==> config.mk <==
export PLATFORM = sky130hd
export DESIGN_NAME = dac_fifo
export DESIGN_NICKNAME = d
export VERILOG_FILES = /design/src/design/dac_pkg.sv /design/src/design/dac_fifo.sv
export SDC_FILE = /design/constraint.sdc
export NUM_CORES = 1
export LEC_CHECK = 0
export BUFFER_PORTS_ARGS = -buffer_cell sky130_fd_sc_hd__buf_2
export CAP_MARGIN = 30
export CORE_ASPECT_RATIO = 0.7
export CORE_MARGIN = 8
export CORE_UTILIZATION = 45
export CTS_CLUSTER_DIAMETER = 30
export CTS_CLUSTER_SIZE = 28
export DETAILED_ROUTE_END_ITERATION = 6
export PLACE_DENSITY = 0.66
export SLEW_MARGIN = 40
export SYNTH_ARGS = -nofsm -noshare
export SYNTH_HDL_FRONTEND = slang
export SYNTH_SLANG_ARGS = --single-unit
==> constraint.sdc <==
create_clock -name clk -period 27.5 [get_ports clk]
set_clock_uncertainty 0.15 [all_clocks]
set_input_delay 1.375 -clock clk [delete_from_list [all_inputs] [get_ports clk]]
set_output_delay 1.375 -clock clk [all_outputs]
set_load 0.005 [all_outputs]
==> src/design/dac_pkg.sv <==
// Shared types and constants for the drag coefficient atmospheric correction.
package dac_pkg;

  localparam int D_W   = 18;
  localparam int ALT_W = 16;
  localparam int P_W   = 12;
  localparam int T_W   = 12;
  localparam int H_W   = 10;

  // Operand widths of the three fixed-point divisions.
  localparam int FA_NUM_W = 50;
  localparam int FA_DEN_W = 53;
  localparam int FT_NUM_W = 36;
  localparam int FT_DEN_W = 34;
  localparam int FR_NUM_W = 59;
  localparam int FR_DEN_W = 60;

  localparam logic [FA_NUM_W-1:0] FA_NUM = 50'd1000000000000000;

  localparam int DIV_STEPS  = 64;
  localparam int DIV_LAT    = DIV_STEPS + 2;
  localparam int MUL_LAT    = 6;
  localparam int FIFO_DEPTH = 2;

  localparam logic [D_W-1:0] OUT_MAX = 18'h3FFFF;

  typedef enum logic [1:0] {
    CLS_NORMAL,
    CLS_CLIP,
    CLS_ZERO
  } cls_t;

  typedef struct packed {
    logic [D_W-1:0]      d;
    logic [FA_DEN_W-1:0] den_fa;
    logic [FT_NUM_W-1:0] num_ft;
    logic [FT_DEN_W-1:0] den_ft;
    logic [FR_NUM_W-1:0] num_fr;
    logic [FR_DEN_W-1:0] den_fr;
    cls_t                cls;
  } front_word_t;

endpackage

==> src/design/dac_fifo.sv <==
// Short queue between the front end and the back end.
module dac_fifo (
  input  logic                 clk,
  input  logic                 rst_n,
  input  logic                 push_valid,
  input  dac_pkg::front_word_t push_word,
  output logic                 full,
  output logic                 rd_valid,
  input  logic                 rd_ready,
  output dac_pkg::front_word_t rd_word
);
  import dac_pkg::*;

  localparam int PTR_W = $clog2(FIFO_DEPTH);
  localparam int CNT_W = $clog2(FIFO_DEPTH + 1);

  front_word_t      mem_r [FIFO_DEPTH];
  logic [PTR_W-1:0] wr_ptr_r, rd_ptr_r;
  logic [CNT_W-1:0] cnt_r;
  logic             push, pop;

  assign full     = (cnt_r == CNT_W'(FIFO_DEPTH));
  assign rd_valid = (cnt_r != '0);
  assign rd_word  = mem_r[rd_ptr_r];
  assign push     = push_valid && !full;
  assign pop      = rd_valid && rd_ready;

  always_ff @(posedge clk) begin
    if (!rst_n) begin
      wr_ptr_r <= '0;
      rd_ptr_r <= '0;
      cnt_r    <= '0;
    end else begin
      if (push) begin
        wr_ptr_r <= PTR_W'(wr_ptr_r + 1'b1);
      end
      if (pop) begin
        rd_ptr_r <= PTR_W'(rd_ptr_r + 1'b1);
      end
      if (push && !pop) begin
        cnt_r <= CNT_W'(cnt_r + 1'b1);
      end else if (pop && !push) begin
        cnt_r <= CNT_W'(cnt_r - 1'b1);
      end
    end
  end

  always_ff @(posedge clk) begin
    if (push) begin
      mem_r[wr_ptr_r] <= push_word;
    end
  end

endmodule

Word-level counts from Yosys, hierarchy flattened --
Memories as Yosys holds them, arrays and structs flattened. A register that Yosys moved wholly into a read port is not among the register bits. Index checks and enable logic that the tools add are counted.
Word-level totals: flip-flop bits (word level) 4, bits in writable memories 524, output and inout bits 264, logic and storage cells 24, memories kept 1
Operators by class: add/subtract/negate cells 4, equality and inequality tests 1, muxes and demuxes 6, reduce and logical (&&, ||, !) cells 9
Memory list:
- mem_r | words 2, bits a word 262, read ports 1, clocked after memory_dff 1, wr ports 1, line dac_fifo.sv:17 | front_word_t mem_r [FIFO_DEPTH];
Operator list (number):
- logical AND 1 bit | 4
- two-way mux 1 bit | 4
- two-way mux 2 bit | 2
- nonzero test 2 bit | 2
- logical NOT 1 bit | 3
- adder 1 bit (second input constant) | 2
- adder 2 x 1 -> 2 bit (second input constant) | 1
- equality test 2 bit (second input constant) | 1
- subtractor 2 x 1 -> 2 bit (second input constant) | 1

Longest topological paths before layout --
word-level depth 7, mapped depth 7

Least setup slack after synthesis --
OpenSTA, ideal clock, no wires.
path kind input to register, from input push_valid, to register wr_ptr_r, library setup time 104 ps, arrival 12233 ps, path slack 15013 ps, cell stages on the path 3, buffers on the path 0, cell sequence inv_1 nor3_2 o21a_1
On the way: cells in the longest elaborated chain, start to end 1
Ends and longest elaborated chain:
- from (decl) | line dac_fifo.sv:5 | input logic push_valid,
- logical AND 1 bit | line dac_fifo.sv:25 | assign push = push_valid && !full;
- to (signal assigned) | line dac_fifo.sv:35 | wr_ptr_r <= PTR_W'(wr_ptr_r + 1'b1);
- to (decl) | line dac_fifo.sv:18 | logic [PTR_W-1:0] wr_ptr_r, rd_ptr_r;
No other way between the ends. A chain may end at the register's enable or synchronous reset.

==> impl_metrics.tcl <==
set metrics [dict create \
    status "finished clean" \
    numCtsBuffers 88 \
    start_kind "flop" \
    crit_path_frequent_cell "buf_6" \
    yosys.area.top_type_share 0.792 \
    wl_um 46600 \
    fin_crit_sh 0.176 \
    post_route_cells_drive_above_1_share 0.628 \
    timing.hold.ws_ns 0.418 \
    h-tree-depth 3 \
    rows 64 \
    ys_types 21 \
    placed_cells 1945 \
    cts-root-buf "clkbuf_16" \
    gp_congestion 0.803 \
    synth_edf_count 524 \
    worst_slew_pin_slew_ns 0.771 \
    core-area_um2 43600 \
    crit_chain "buf_6 -> buf_6 -> mux2_2 -> buf_2" \
    hold_buffers 0 \
    hold_viol_final 0 \
    cts_setup_buffers 0 \
    num_io_pins 530 \
    layout.nets 1708 \
    die_h_um 192 \
    min_period_ns 4.84 \
    post-place-ws_ns 23.21 \
    grt_pass1_vias 10800 \
    grt_pass1_wl_um 67200 \
    fin_ws_ns 22.66 \
    end_kind "output pin" \
    power_uw 2700 \
    drt-initial-drc-count 622 \
    synth_nets 1107 \
    dieArea_um2 51300 \
    firstDrtPassIters 4 \
    async_flop_share 0 \
    yosysWarningCount 0 \
    slew_headroom 0.486 \
    instances_no_fill 2112 \
    clock-sinks 529 \
    drc 0 \
    peakVddDrop_v 0.0000809 \
    start_util 0.455 \
    post_cts_resized 0 \
    synthTopCellsByArea "edfxtp_1 79%, mux2_4 14%, mux2_2 4.6%" \
    required_ns 25.98 \
    dpl.hpwl_um 32100 \
    antenna_found_initial 11 \
    avgSynthCellArea_um2 23.7 \
    arrival_ns 3.31 \
    cts_buffer_depth 3 \
    yosysTopAreaCell "edfxtp_1" \
    timing.fmax_mhz 207 \
    cts_tree "done" \
    synth_flop_cell "edfxtp_1" \
    synth-seq-area-share 0.797 \
    portBuffers 529 \
    area_growth_pct 31.7 \
    die_width_um 267 \
    hold_path.class "flop to flop" \
    overflow 0 \
    drv_slew 0 \
    setup-tns-final_ns 0 \
    nFillCells 3192 \
    vias_per_cell 4.85 \
    syn-instance-count 840 \
    vias 10200 \
    path_max_fanout 61 \
    leakage_uw 0.0102 \
    worstSetupPathType "flop to output pin" \
    grt_max_degree 74 \
    grtUsageTotal 0.175 \
    p_per_area_nw_per_um2 103 \
    setup_viol 0 \
    synth.cell_area_um2 19900 \
    final_common_cell "buf_2" \
    cpPeakStageDelay_ns 0.75 \
    clk_latency_ns 0.60 \
    max-cap-violations 0 \
    wl_per_cell_um 22.0 \
    grt_setup_unrepaired "false" \
    clkSlewWorstSetupHoldPaths_ns 0.05 \
    ys_seq_elements 529 \
    ant_nets 0 \
    cpMaxStageDelayCell "dfxtp_4" \
    layout_common_cells "529 x buf_2, 524 x edfxtp_1, 180 x mux2_4" \
]
state kept, by name, indices dropped and copies added, names as in the netlist, named ones only:
name and count:
mem_r 524, rd_ptr_r 1, cnt_r 2, wr_ptr_r 1
power breakdown:
part | internal, µW | total [µW] | switching (µW)
Sequential | 1020 | 1050 | 35.7
Combinational | 290 | 555 | 265
Clock | 714 | 1100 | 383
Total | 2020 | 2700 | 684
synthesized netlist by cell type (2+ instances only):
library cell	n
a21boi_0	2
xnor2_1	2
buf_6	21
buf_2	8
edfxtp_1	524
mux2_2	82
mux2_4	180
inv_1	2
and2_1	3
dfxtp_1	5
metal layers:
metal | vias to the layer above | share of wire | global-route usage
met5 | - | 0.0016 | 0
met1 | 5116 | 0.39 | 0.209
met4 | 12 | 0.018 | 0.0512
met2 | 429 | 0.49 | 0.289
li1 | 4618 | - | -
met3 | 72 | 0.097 | 0.0735
layout make-up:
type                    count  area (µm²)  share of cell area
diodes                      4        10.0            0.000383
clock buffers              98        2260              0.0864
clock inverters            65         773              0.0296
inverters                   2        7.51            0.000287
multi-input cells         280        3770               0.144
flip-flops and latches    529       15800               0.605
well taps                 594         743              0.0284
repair buffers            540        2770               0.106
path summary, 6_finish.rpt:
check	from	endpoint	slack, ns	cells after the start
setup / recovery	flop	rd_word[242]	22.66	4
hold / removal	cnt_r[1]	cnt_r[1]	0.42	2
setup reg to reg	cnt_r[0]	mem_r[0][120]	24.15	6
hold reg to reg	cnt_r[1]	cnt_r[1]	0.42	2
logic make-up (layout without fill, tap and decap cells):
| kind of cell | count (synthesis) | count (layout) | synth area share |
|---|---|---|---|
| buffers and inverters | 31 | 705 | 0.0143 |
| xor gates and xnor gates | 3 | 3 | 0.00132 |
| and+or+nand+nor | 9 | 9 | 0.00290 |
| adders and majority gates | 1 | 1 | 0.000629 |
| other | 0 | 4 | 0 |
| AOI/OAI and AO/OA | 5 | 5 | 0.00164 |
| DFF | 529 | 529 | 0.797 |
| muxes | 262 | 262 | 0.182 |
critical path, delay by kind of cell (launching register included):
kind,cells,cell delay (ns)
flops,1,0.75
mux,1,0.41
buf+inv,3,1.44
stage by stage:
step           area (µm²)  utilization
3_5_place_dp        23100        0.530
4_1_cts             26200        0.599
5_1_grt             26200        0.599
6_report            26200        0.600
2_1_floorplan       19900            -
3_3_place_gp        23100        0.529
Power figures use the tool's default switching activity.
